<file path="src/design/rer_pkg.sv">
// Shared types, constants and decode helpers for the rotary encoder register slave.
// Used by rer_ram, rer_ctrl and i2c_rotary_encoder_register_slave_unit.
// No dependencies.
package rer_pkg;

    // Register map.
    localparam logic [7:0] SOFT_RESET_ADDR = 8'h00;
    localparam logic [7:0] CONFIG_ADDR     = 8'h01;
    localparam logic [7:0] COUNT_HI_ADDR   = 8'h03;
    localparam logic [7:0] COUNT_LO_ADDR   = 8'h04;
    localparam logic [7:0] PUSH_COUNT_ADDR = 8'h05;
    localparam logic [7:0] PUSH_STATE_ADDR = 8'h06;
    localparam logic [7:0] ANIM_ADDR       = 8'h0E;
    localparam logic [7:0] ANIM_SET_ADDR   = 8'h0F;
    localparam logic [7:0] LED_BASE_ADDR   = 8'h10;
    localparam int         LED_COUNT       = 12;
    localparam logic [8:0] LED_END_ADDR    = 9'(16 + LED_COUNT);
    localparam logic [7:0] GP_BASE_ADDR    = 8'd32;

    // Encoder direction options fixed at build time.
    localparam logic TRIGGER_TOGGLE = 1'b0;
    localparam logic DIRECTION_FLIP = 1'b0;

    // Config byte bits.
    localparam int CFG_DIR_FLIP   = 0;
    localparam int CFG_ROT_CLEAR  = 1;
    localparam int CFG_PUSH_CLEAR = 2;
    localparam int CFG_PUSH_DEC   = 3;
    localparam int CFG_PUSH_FLIP  = 4;
    localparam logic [7:0] CFG_WRITE_MASK = 8'h3F;

    // Reset values of the guard registers.
    localparam logic [7:0] BUTTON_GUARD_RESET  = 8'd50;
    localparam logic [7:0] ENCODER_GUARD_RESET = 8'd1;

    // Configuration port register indexes.
    localparam logic REG_BUTTON_GUARD  = 1'b0;
    localparam logic REG_ENCODER_GUARD = 1'b1;

    // Event codes.
    localparam logic [2:0] OP_TICK   = 3'd0;
    localparam logic [2:0] OP_MATCH  = 3'd1;
    localparam logic [2:0] OP_RX     = 3'd2;
    localparam logic [2:0] OP_TX     = 3'd3;
    localparam logic [2:0] OP_STOP   = 3'd4;
    localparam logic [2:0] OP_BUTTON = 3'd5;
    localparam logic [2:0] OP_ENC    = 3'd6;

    // Bus phases.
    localparam logic [1:0] PH_IDLE   = 2'd0;
    localparam logic [1:0] PH_ADDR   = 2'd1;
    localparam logic [1:0] PH_PTR    = 2'd2;
    localparam logic [1:0] PH_UNUSED = 2'd3;

    localparam int MEM_DEPTH = 256;
    localparam int ADDR_W    = 8;

    typedef struct packed {
        logic              we;
        logic [ADDR_W-1:0] waddr;
        logic [7:0]        wdata;
        logic              re;
        logic [ADDR_W-1:0] raddr;
    } mem_req_t;

    typedef struct packed {
        logic       tx_valid;
        logic [7:0] tx_byte;
        logic       soft_reset;
        logic       mark_dirty;
        logic       anim_select_write;
        logic       anim_settings_write;
        logic [7:0] written_byte;
    } res_t;

    function automatic logic is_led(input logic [7:0] r);
        return (r >= LED_BASE_ADDR) && ({1'b0, r} < LED_END_ADDR);
    endfunction

    function automatic logic is_writable(input logic [7:0] r);
        return (r == CONFIG_ADDR)
            || ((r >= COUNT_HI_ADDR) && (r <= PUSH_COUNT_ADDR))
            || (r == ANIM_ADDR) || (r == ANIM_SET_ADDR)
            || is_led(r)
            || (r >= GP_BASE_ADDR);
    endfunction

    // Registers kept in flops rather than in the byte memory.
    function automatic logic is_flop_reg(input logic [7:0] r);
        return (r == CONFIG_ADDR) || (r == COUNT_HI_ADDR) || (r == COUNT_LO_ADDR)
            || (r == PUSH_COUNT_ADDR) || (r == PUSH_STATE_ADDR);
    endfunction

endpackage

</file>
<file path="src/design/rer_ram.sv">
// Register byte memory: 256 x 8, one write and one registered read per cycle.
// Per-entry valid bits make every entry read as zero until first written.
// Depends on rer_pkg.
module rer_ram (
    input  logic              clk,
    input  logic              rst_n,
    input  rer_pkg::mem_req_t req,
    output logic [7:0]        rdata
);

    logic [7:0]                  mem_reg [rer_pkg::MEM_DEPTH];
    logic [rer_pkg::MEM_DEPTH-1:0] valid_reg;
    logic [7:0]                  rdata_reg;
    logic                        rvalid_reg;

    always_ff @(posedge clk)
    begin
        if (req.we)
        begin
            mem_reg[req.waddr] <= req.wdata;
        end
        if (req.re)
        begin
            rdata_reg <= mem_reg[req.raddr];
        end
    end

    always_ff @(posedge clk or negedge rst_n)
    begin
        if (!rst_n)
        begin
            valid_reg  <= '0;
            rvalid_reg <= 1'b0;
        end
        else
        begin
            if (req.we)
            begin
                valid_reg[req.waddr] <= 1'b1;
            end
            if (req.re)
            begin
                rvalid_reg <= valid_reg[req.raddr];
            end
        end
    end

    assign rdata = rvalid_reg ? rdata_reg : 8'h00;

endmodule

</file>
<file path="src/design/rer_ctrl.sv">
// Event sequencer: decodes one item, updates pointer, phase, timers and the
// counter registers, and drives the byte memory. Depends on rer_pkg.
module rer_ctrl (
    input  logic              clk,
    input  logic              rst_n,
    input  logic              in_valid,
    output logic              in_ready,
    input  logic [2:0]        in_opcode,
    input  logic              in_master_reads,
    input  logic [7:0]        in_rx_byte,
    input  logic              in_button_pin_high,
    input  logic              in_enc_a_level,
    input  logic              in_enc_b_level,
    input  logic              cfg_we,
    input  logic              cfg_index,
    input  logic [7:0]        cfg_wdata,
    output rer_pkg::mem_req_t mem_req,
    input  logic [7:0]        mem_rdata,
    output logic              res_valid,
    output rer_pkg::res_t     res,
    input  logic              res_take
);

    typedef enum logic [1:0] {ST_IDLE, ST_EXEC, ST_RDWAIT, ST_HOLD} state_t;

    state_t        state_reg, state_next;
    logic [2:0]    op_reg;
    logic          reads_reg, pin_reg, a_reg, b_reg;
    logic [7:0]    rx_reg;
    logic [7:0]    ptr_reg, ptr_next;
    logic [1:0]    phase_reg, phase_next;
    logic [31:0]   time_reg, time_next;
    logic [31:0]   last_btn_reg, last_btn_next;
    logic [31:0]   last_enc_reg, last_enc_next;
    logic [7:0]    btn_guard_reg, enc_guard_reg;
    logic [7:0]    cfg_reg, cfg_next;
    logic [7:0]    hi_reg, hi_next;
    logic [7:0]    lo_reg, lo_next;
    logic [7:0]    push_reg, push_next;
    logic          pstate_reg, pstate_next;
    rer_pkg::res_t res_reg, res_next;

    logic          in_fire;
    logic          pstate_new;
    logic [7:0]    flop_val;
    logic [31:0]   btn_elapsed, enc_elapsed;
    logic          enc_up;
    logic [15:0]   count_new;
    logic [7:0]    wr_data;

    assign in_fire     = in_valid && in_ready;
    assign in_ready    = (state_reg == ST_IDLE);
    assign res_valid   = (state_reg == ST_HOLD);
    assign res         = res_reg;
    assign pstate_new  = (!pin_reg) ^ cfg_reg[rer_pkg::CFG_PUSH_FLIP];
    assign btn_elapsed = time_reg - last_btn_reg;
    assign enc_elapsed = time_reg - last_enc_reg;
    assign enc_up      = (rer_pkg::TRIGGER_TOGGLE ? (a_reg ^ b_reg) : b_reg)
                         ^ rer_pkg::DIRECTION_FLIP ^ cfg_reg[rer_pkg::CFG_DIR_FLIP];
    assign count_new   = enc_up ? ({hi_reg, lo_reg} + 16'd1) : ({hi_reg, lo_reg} - 16'd1);
    assign wr_data     = (ptr_reg == rer_pkg::CONFIG_ADDR)
                         ? (rx_reg & rer_pkg::CFG_WRITE_MASK) : rx_reg;

    // Value of a flop-held register as seen by a read of the current pointer.
    always_comb
    begin
        flop_val = 8'h00;
        if (ptr_reg == rer_pkg::CONFIG_ADDR)
        begin
            flop_val = cfg_reg;
        end
        else if (ptr_reg == rer_pkg::COUNT_HI_ADDR)
        begin
            flop_val = hi_reg;
        end
        else if (ptr_reg == rer_pkg::COUNT_LO_ADDR)
        begin
            flop_val = lo_reg;
        end
        else if (ptr_reg == rer_pkg::PUSH_COUNT_ADDR)
        begin
            flop_val = push_reg;
        end
        else if (ptr_reg == rer_pkg::PUSH_STATE_ADDR)
        begin
            flop_val = {7'd0, pstate_new};
        end
    end

    always_comb
    begin
        logic do_send;
        logic do_write;
        state_next    = state_reg;
        ptr_next      = ptr_reg;
        phase_next    = phase_reg;
        time_next     = time_reg;
        last_btn_next = last_btn_reg;
        last_enc_next = last_enc_reg;
        cfg_next      = cfg_reg;
        hi_next       = hi_reg;
        lo_next       = lo_reg;
        push_next     = push_reg;
        pstate_next   = pstate_reg;
        res_next      = res_reg;
        mem_req       = '0;
        do_send       = 1'b0;
        do_write      = 1'b0;

        case (state_reg)
            ST_IDLE:
            begin
                if (in_fire)
                begin
                    state_next = ST_EXEC;
                end
            end
            ST_EXEC:
            begin
                res_next   = '0;
                state_next = ST_HOLD;
                case (op_reg)
                    rer_pkg::OP_TICK:
                    begin
                        time_next = time_reg + 32'd1;
                    end
                    rer_pkg::OP_MATCH:
                    begin
                        if (!reads_reg)
                        begin
                            phase_next = rer_pkg::PH_ADDR;
                        end
                        else
                        begin
                            phase_next = rer_pkg::PH_PTR;
                            do_send    = 1'b1;
                        end
                    end
                    rer_pkg::OP_RX:
                    begin
                        if (phase_reg == rer_pkg::PH_ADDR)
                        begin
                            ptr_next   = rx_reg;
                            phase_next = rer_pkg::PH_PTR;
                        end
                        else if (phase_reg == rer_pkg::PH_PTR)
                        begin
                            do_write = 1'b1;
                        end
                    end
                    rer_pkg::OP_TX:
                    begin
                        do_send = (phase_reg == rer_pkg::PH_PTR);
                    end
                    rer_pkg::OP_STOP:
                    begin
                        phase_next = rer_pkg::PH_IDLE;
                    end
                    rer_pkg::OP_BUTTON:
                    begin
                        if (!pin_reg && (btn_elapsed >= {24'd0, btn_guard_reg}))
                        begin
                            last_btn_next = time_reg;
                            if (cfg_reg[rer_pkg::CFG_PUSH_DEC])
                            begin
                                if (push_reg != 8'h00)
                                begin
                                    push_next = push_reg - 8'd1;
                                end
                            end
                            else
                            begin
                                push_next = push_reg + 8'd1;
                            end
                        end
                    end
                    rer_pkg::OP_ENC:
                    begin
                        if (enc_elapsed >= {24'd0, enc_guard_reg})
                        begin
                            last_enc_next = time_reg;
                            hi_next       = count_new[15:8];
                            lo_next       = count_new[7:0];
                        end
                    end
                    default:
                    begin
                    end
                endcase

                if (do_send)
                begin
                    res_next.tx_valid = 1'b1;
                    if (rer_pkg::is_flop_reg(ptr_reg))
                    begin
                        res_next.tx_byte = flop_val;
                    end
                    else
                    begin
                        mem_req.re    = 1'b1;
                        mem_req.raddr = ptr_reg;
                        state_next    = ST_RDWAIT;
                    end
                    if (ptr_reg == rer_pkg::PUSH_STATE_ADDR)
                    begin
                        pstate_next = pstate_new;
                    end
                    // Clear-on-read takes effect after the byte has been sampled.
                    if ((ptr_reg == rer_pkg::COUNT_LO_ADDR) && cfg_reg[rer_pkg::CFG_ROT_CLEAR])
                    begin
                        hi_next = 8'h00;
                        lo_next = 8'h00;
                    end
                    if ((ptr_reg == rer_pkg::PUSH_COUNT_ADDR)
                        && cfg_reg[rer_pkg::CFG_PUSH_CLEAR])
                    begin
                        push_next = 8'h00;
                    end
                    ptr_next = ptr_reg + 8'd1;
                end

                if (do_write)
                begin
                    if (ptr_reg == rer_pkg::SOFT_RESET_ADDR)
                    begin
                        res_next.soft_reset = (rx_reg != 8'h00);
                    end
                    else if (rer_pkg::is_writable(ptr_reg))
                    begin
                        res_next.written_byte        = wr_data;
                        res_next.mark_dirty          = (ptr_reg == rer_pkg::CONFIG_ADDR)
                                                       || rer_pkg::is_led(ptr_reg);
                        res_next.anim_select_write   = (ptr_reg == rer_pkg::ANIM_ADDR);
                        res_next.anim_settings_write = (ptr_reg == rer_pkg::ANIM_SET_ADDR);
                        if (ptr_reg == rer_pkg::CONFIG_ADDR)
                        begin
                            cfg_next = wr_data;
                        end
                        else if (ptr_reg == rer_pkg::COUNT_HI_ADDR)
                        begin
                            hi_next = wr_data;
                        end
                        else if (ptr_reg == rer_pkg::COUNT_LO_ADDR)
                        begin
                            lo_next = wr_data;
                        end
                        else if (ptr_reg == rer_pkg::PUSH_COUNT_ADDR)
                        begin
                            push_next = wr_data;
                        end
                        else
                        begin
                            mem_req.we    = 1'b1;
                            mem_req.waddr = ptr_reg;
                            mem_req.wdata = wr_data;
                        end
                    end
                    ptr_next = ptr_reg + 8'd1;
                end
            end
            ST_RDWAIT:
            begin
                res_next.tx_byte = mem_rdata;
                state_next       = ST_HOLD;
            end
            ST_HOLD:
            begin
                if (res_take)
                begin
                    state_next = ST_IDLE;
                end
            end
            default:
            begin
                state_next = ST_IDLE;
            end
        endcase
    end

    always_ff @(posedge clk or negedge rst_n)
    begin
        if (!rst_n)
        begin
            state_reg     <= ST_IDLE;
            op_reg        <= rer_pkg::OP_TICK;
            reads_reg     <= 1'b0;
            rx_reg        <= 8'h00;
            pin_reg       <= 1'b1;
            a_reg         <= 1'b0;
            b_reg         <= 1'b0;
            ptr_reg       <= 8'h00;
            phase_reg     <= rer_pkg::PH_IDLE;
            time_reg      <= '0;
            last_btn_reg  <= '0;
            last_enc_reg  <= '0;
            btn_guard_reg <= rer_pkg::BUTTON_GUARD_RESET;
            enc_guard_reg <= rer_pkg::ENCODER_GUARD_RESET;
            cfg_reg       <= 8'h00;
            hi_reg        <= 8'h00;
            lo_reg        <= 8'h00;
            push_reg      <= 8'h00;
            pstate_reg    <= 1'b0;
            res_reg       <= '0;
        end
        else
        begin
            state_reg    <= state_next;
            ptr_reg      <= ptr_next;
            phase_reg    <= phase_next;
            time_reg     <= time_next;
            last_btn_reg <= last_btn_next;
            last_enc_reg <= last_enc_next;
            cfg_reg      <= cfg_next;
            hi_reg       <= hi_next;
            lo_reg       <= lo_next;
            push_reg     <= push_next;
            pstate_reg   <= pstate_next;
            res_reg      <= res_next;
            if (in_fire)
            begin
                op_reg    <= in_opcode;
                reads_reg <= in_master_reads;
                rx_reg    <= in_rx_byte;
                pin_reg   <= in_button_pin_high;
                a_reg     <= in_enc_a_level;
                b_reg     <= in_enc_b_level;
            end
            if (cfg_we)
            begin
                case (cfg_index)
                    rer_pkg::REG_BUTTON_GUARD:  btn_guard_reg <= cfg_wdata;
                    rer_pkg::REG_ENCODER_GUARD: enc_guard_reg <= cfg_wdata;
                    default:
                    begin
                    end
                endcase
            end
        end
    end

    // An accepted item is always decoded in the very next cycle.
    a_fire_exec: assert property (@(posedge clk) disable iff (!rst_n)
        in_fire |=> (state_reg == ST_EXEC))
        else $error("accepted item not decoded next cycle");

    // The memory is never read and written in the same cycle.
    a_mem_port: assert property (@(posedge clk) disable iff (!rst_n)
        !(mem_req.we && mem_req.re))
        else $error("memory read and write collide");

    // The bus phase never reaches its unused code.
    a_phase: assert property (@(posedge clk) disable iff (!rst_n)
        phase_reg != rer_pkg::PH_UNUSED)
        else $error("bus phase reached unused code");

    // The two top config bits are always masked off.
    a_cfg_mask: assert property (@(posedge clk) disable iff (!rst_n)
        cfg_reg[7:6] == 2'b00)
        else $error("config byte holds masked bits");

    // A result without a transmitted byte carries a zero byte.
    a_tx_zero: assert property (@(posedge clk) disable iff (!rst_n)
        res_valid |-> (res.tx_valid || (res.tx_byte == 8'h00)))
        else $error("tx byte nonzero without tx valid");

endmodule

</file>
<file path="src/design/i2c_rotary_encoder_register_slave_unit.sv">
// Top level of the rotary encoder register slave: stream ports, output register,
// sequencer and register memory. Depends on rer_pkg, rer_ram and rer_ctrl.
//
//  channel   direction  handshake                      payload
//  s_axis    in         s_axis_tvalid / s_axis_tready   event item (tuser kind, tdata fields)
//  m_axis    out        m_axis_tvalid / m_axis_tready   one result item per event
//  cfg       in         cfg_we (no wait)                guard register writes
//
// An item's result is formed in the decode state and held in the sequencer until it is taken
// into the output register; a read of a byte held in the memory first passes a wait state.
// One item is in work at a time; the next is accepted the cycle after its result is
// handed on to the output register.
// A result waiting in the output register does not block acceptance of the next item.
// Reset is asynchronous, active low; memory entries read as zero until written.
// Output stalls hold the result in the sequencer until the output register frees up.
module i2c_rotary_encoder_register_slave_unit (
    input  logic        clk,
    input  logic        rst_n,
    input  logic        s_axis_tvalid,
    output logic        s_axis_tready,
    // [0] master_reads, [8:1] rx_byte, [9] button_pin_high, [10] enc_a_level,
    // [11] enc_b_level, [15:12] zero
    input  logic [15:0] s_axis_tdata,
    // [2:0] opcode
    input  logic [2:0]  s_axis_tuser,
    output logic        m_axis_tvalid,
    input  logic        m_axis_tready,
    // [0] tx_valid, [8:1] tx_byte, [9] soft_reset, [10] mark_dirty,
    // [11] anim_select_write, [12] anim_settings_write, [20:13] written_byte, [23:21] zero
    output logic [23:0] m_axis_tdata,
    input  logic        cfg_we,
    input  logic        cfg_index,
    input  logic [7:0]  cfg_wdata
);

    rer_pkg::mem_req_t mem_req;
    logic [7:0]        mem_rdata;
    logic              res_valid;
    logic              res_take;
    rer_pkg::res_t     res;
    logic              m_valid_reg;
    logic [23:0]       m_data_reg;

    rer_ram u_ram (
        .clk   (clk),
        .rst_n (rst_n),
        .req   (mem_req),
        .rdata (mem_rdata)
    );

    rer_ctrl u_ctrl (
        .clk                (clk),
        .rst_n              (rst_n),
        .in_valid           (s_axis_tvalid),
        .in_ready           (s_axis_tready),
        .in_opcode          (s_axis_tuser),
        .in_master_reads    (s_axis_tdata[0]),
        .in_rx_byte         (s_axis_tdata[8:1]),
        .in_button_pin_high (s_axis_tdata[9]),
        .in_enc_a_level     (s_axis_tdata[10]),
        .in_enc_b_level     (s_axis_tdata[11]),
        .cfg_we             (cfg_we),
        .cfg_index          (cfg_index),
        .cfg_wdata          (cfg_wdata),
        .mem_req            (mem_req),
        .mem_rdata          (mem_rdata),
        .res_valid          (res_valid),
        .res                (res),
        .res_take           (res_take)
    );

    assign res_take = res_valid && (!m_valid_reg || m_axis_tready);

    always_ff @(posedge clk or negedge rst_n)
    begin
        if (!rst_n)
        begin
            m_valid_reg <= 1'b0;
            m_data_reg  <= '0;
        end
        else
        begin
            if (res_take)
            begin
                m_valid_reg <= 1'b1;
                m_data_reg  <= {3'b000, res.written_byte, res.anim_settings_write,
                                res.anim_select_write, res.mark_dirty, res.soft_reset,
                                res.tx_byte, res.tx_valid};
            end
            else if (m_axis_tready)
            begin
                m_valid_reg <= 1'b0;
            end
        end
    end

    assign m_axis_tvalid = m_valid_reg;
    assign m_axis_tdata  = m_data_reg;

endmodule
</file>
<file path="config.mk">
export PLATFORM = sky130hd
export DESIGN_NAME = i2c_rotary_encoder_register_slave_unit
export DESIGN_NICKNAME = d
export VERILOG_FILES = /design/src/design/rer_pkg.sv /design/src/design/rer_ram.sv /design/src/design/rer_ctrl.sv /design/src/design/i2c_rotary_encoder_register_slave_unit.sv
export SDC_FILE = /design/constraint.sdc
export NUM_CORES = 2
export LEC_CHECK = 0
export BUFFER_PORTS_ARGS = -buffer_cell sky130_fd_sc_hd__buf_2
export CORE_ASPECT_RATIO = 0.8
export CORE_MARGIN = 5
export CORE_UTILIZATION = 30
export CTS_CLUSTER_DIAMETER = 150
export CTS_CLUSTER_SIZE = 16
export DETAILED_ROUTE_END_ITERATION = 8
export PLACE_DENSITY_LB_ADDON = 0.08
export SLEW_MARGIN = 20
export SYNTH_ARGS = -nofsm -noshare
export SYNTH_HDL_FRONTEND = slang
export SYNTH_HIERARCHICAL = 1
export SYNTH_SLANG_ARGS = --single-unit
</file>
<file path="constraint.sdc">
create_clock -name clk -period 6.6 [get_ports clk]
set_input_delay 0.33 -clock clk [delete_from_list [all_inputs] [get_ports clk]]
set_output_delay 0.33 -clock clk [all_outputs]
set_load 0.01 [all_outputs]
</file>
==> impl_metrics.toml <==
[status]
outcome = "complete, no violations"

[global_routing]
grt_use_total_pct = 17.2
grt_pass1_vias = 56582
grt_max_degree = 121
grt_pass1_wl_um = 444000
grt_overflow = 0
antenna_found_initial = 20

[die]
die_area_mm2 = 0.357
rows = 192
fp.dieH_um = 535
start_util_pct = 30.2
core_area_mm2 = 0.343
die_w_um = 666
io_pins = 59

[setup_path]
cp.arrival_ns = 6.79
worstSetupPathType = "reg -> reg"
worstSetupEndpointType = "flip-flop"
required_ns = 7.32
crit_fanout = 34
worst_setup_path_start_kind = "flip-flop"

[synthesis]
ys_types = 83
ys_async_sr_fraction_pct = 18.6
yosysSeqAreaShare_pct = 71.1
synth_area_per_cell_um2 = 17.5
yosysTopAreaCellShare_pct = 59.7
synth_edf_count = 2056
ys_seq_elements = 2526
synthMostInstantiatedCell = "edfxtp_1"
synth_common_cells = "edfxtp_1, mux4_2, dfrtp_1"
synth_ff_type = "edfxtp_1"
ys.warnings.count = 6
synthTopCellsByArea = "edfxtp_1, mux4_2, dfrtp_1"
synthCells = 5920
netlist_area_mm2 = 0.103
synth_largest_area_cell = "edfxtp_1"

[sta]
setup_viol = 0
drv_slew = 0
hold_viol = 0
fin_crit_ns = 6.07
fin_ws_ns = 0.530
period_share_pct = 92.0
slew_headroom_pct = 20.1
worstMarginPinSlew_ns = 1.19
fmax_ghz = 0.165
grt_setup_unrepaired = "no"
fin_skew_ns = 0.0624
finalSetupTns_ns = 0

[clock_network]
insertion_delay_ns = 0.89
cts_resized = 0
cts_sinks = 2526
cts_made_buffers = 183
root_buffer = "clkbuf_16"
clk_path_buf_depth = 4
cts_hold_buffers = 36
cts_tree = "yes"
cts_setup_buffers = 0
clk_pin_slew_ns = 0.08
ctsHtreeMaxLevel = 4

[power_and_ir_drop]
p_leak_uw = 0.0397
peakVddDrop_mv = 0.193
p_per_area_mw_per_mm2 = 290

[detailed_routing]
viasPerCell = 5.09
drc = 0
dr.pass1.iters = 5
ant_nets = 0
avgRoutedWirePerCell_um = 28.5
drtIter0Drc = 5263
drt_wl_total_um = 312000
vias = 55841

[layout]
drive_gt1_share_pct = 25.6
multi_input_area_mm2 = 0.0283
regArea_mm2 = 0.0735
largest_reg_flops = 2048
fin_nets = 6415
fin_cells = 10978
fillCellCount = 32755
area_growth_pct = 13.6

[placement]
dp_hpwl_um = 203000
placed_cells = 10612
post-place-ws_ns = 0.550
io_buffers = 50
gp_congestion = 0.808

[job]
drv_cap = 0

[min_path]
min_path_type = "in -> async"
-- where the power goes --
group	switching, µW	internal [µW]	total (µW)
Clock	5590	5340	10900
Combinational	3350	2110	5460
Sequential	333	17400	17700
Total	9270	24800	34100
-- area by class of cell --
type / count / area share (%)
sequential: 2526 / 62.6
multi-input combinational: 2958 / 24.1
tap: 4559 / 4.85
clock buffer: 321 / 4.42
timing repair buffer: 493 / 3.67
inverter: 112 / 0.358
clock inverter: 4 / 0.0426
antenna: 5 / 0.0106
-- cells in the final DEF, fill, tap and decap left out, types with 24 or more instances in the layout --
cell type and count:
a21o_1 26, a21oi_1 256, a22oi_1 260, and3_1 27, buf_12 49, buf_2 49, buf_4 358, clkbuf_1 133
clkbuf_16 187, dfrtp_1 465, dlygate4sd3_1 35, edfxtp_1 2056, ha_1 104, inv_1 111, mux2_2 66, mux2i_1 38
mux4_2 565, nand2_1 211, nand2b_1 24, nand3_1 63, nand4_1 35, nor2_1 354, nor2b_1 32, nor3_1 38
nor4_1 36, o21ai_0 101, o22ai_1 37, or2_2 272, xnor2_1 65, xor2_1 29
-- path summary, 6_finish.rpt --
path,start,end,slack (ns),cells after the start
max in group asynchronous,rst_n,u_ram/valid_reg[78]$_DFFE_PN0P_,5.57,3
worst min-delay path,rst_n,u_ctrl/last_enc_reg[31]$_DFFE_PN0P_,0.14,3
worst max-delay path,u_ctrl/time_reg[0]$_DFFE_PN0P_,u_ctrl/last_enc_reg[20]$_DFFE_PN0P_,0.53,20
worst max register to register,u_ctrl/time_reg[0]$_DFFE_PN0P_,u_ctrl/last_enc_reg[20]$_DFFE_PN0P_,0.53,20
worst min register to register,u_ram/valid_reg[156]$_DFFE_PN0P_,u_ram/valid_reg[156]$_DFFE_PN0P_,0.46,1
min in group clk,cfg_wdata[7],u_ctrl/btn_guard_reg[7]$_DFFE_PN0P_,0.24,4
-- cell families after synthesis --
kind of cell,count (synthesis),synth area share [%]
multiplexers,690,13.7
other,1,0.00363
flip-flops,2526,71.1
buffers and inverters,438,1.76
adder cells (fa/ha/maj),108,1.33
XOR/XNOR,94,0.796
AND/OR/NAND/NOR,1195,5.77
AO/OA/AOI/OAI,868,5.57
-- metal layers --
metal	part of all wire (%)	global-route usage, %	vias to the layer above	routed length [µm]
li1	-	-	24094	-
met1	50	27.1	30155	157000
met2	42	24.7	1308	132000
met3	5.7	3.22	282	17700
met4	1.8	3.10	2	5490
met5	0.031	0.200	-	96
-- metrics by stage --
step	utilization, %	hold WS (ns)	power, µW	instance area [µm²]
after global routing	34.3	0.127	35700	117000
after floorplan	-	0.0344	21400	103000
after global placement	32.7	0.234	23500	112000
after CTS	34.3	0.0999	34600	117000
after detailed placement	32.7	0.233	23500	112000
final	34.3	0.142	34100	118000
-- worst max-delay path, cell delays in order, from the launching register on --
cell,delay (ns)
dfrtp_1,0.41
inv_1,0.17
ha_1,0.20
inv_1,0.05
fa_1,0.44
a211oi_2,0.31
o21bai_1,0.12
a21oi_1,0.27
xnor2_1,0.12
ha_1,0.19
a2111o_1,0.53
nor3_1,0.33
nand4_1,0.14
a2111oi_0,0.60
o311ai_0,0.24
a2111oi_0,0.32
nand4_1,0.25
o21ai_2,0.23
or2_2,0.35
buf_12,0.26
mux2_2,0.36
No activity file was read; power rests on OpenSTA's default activity.
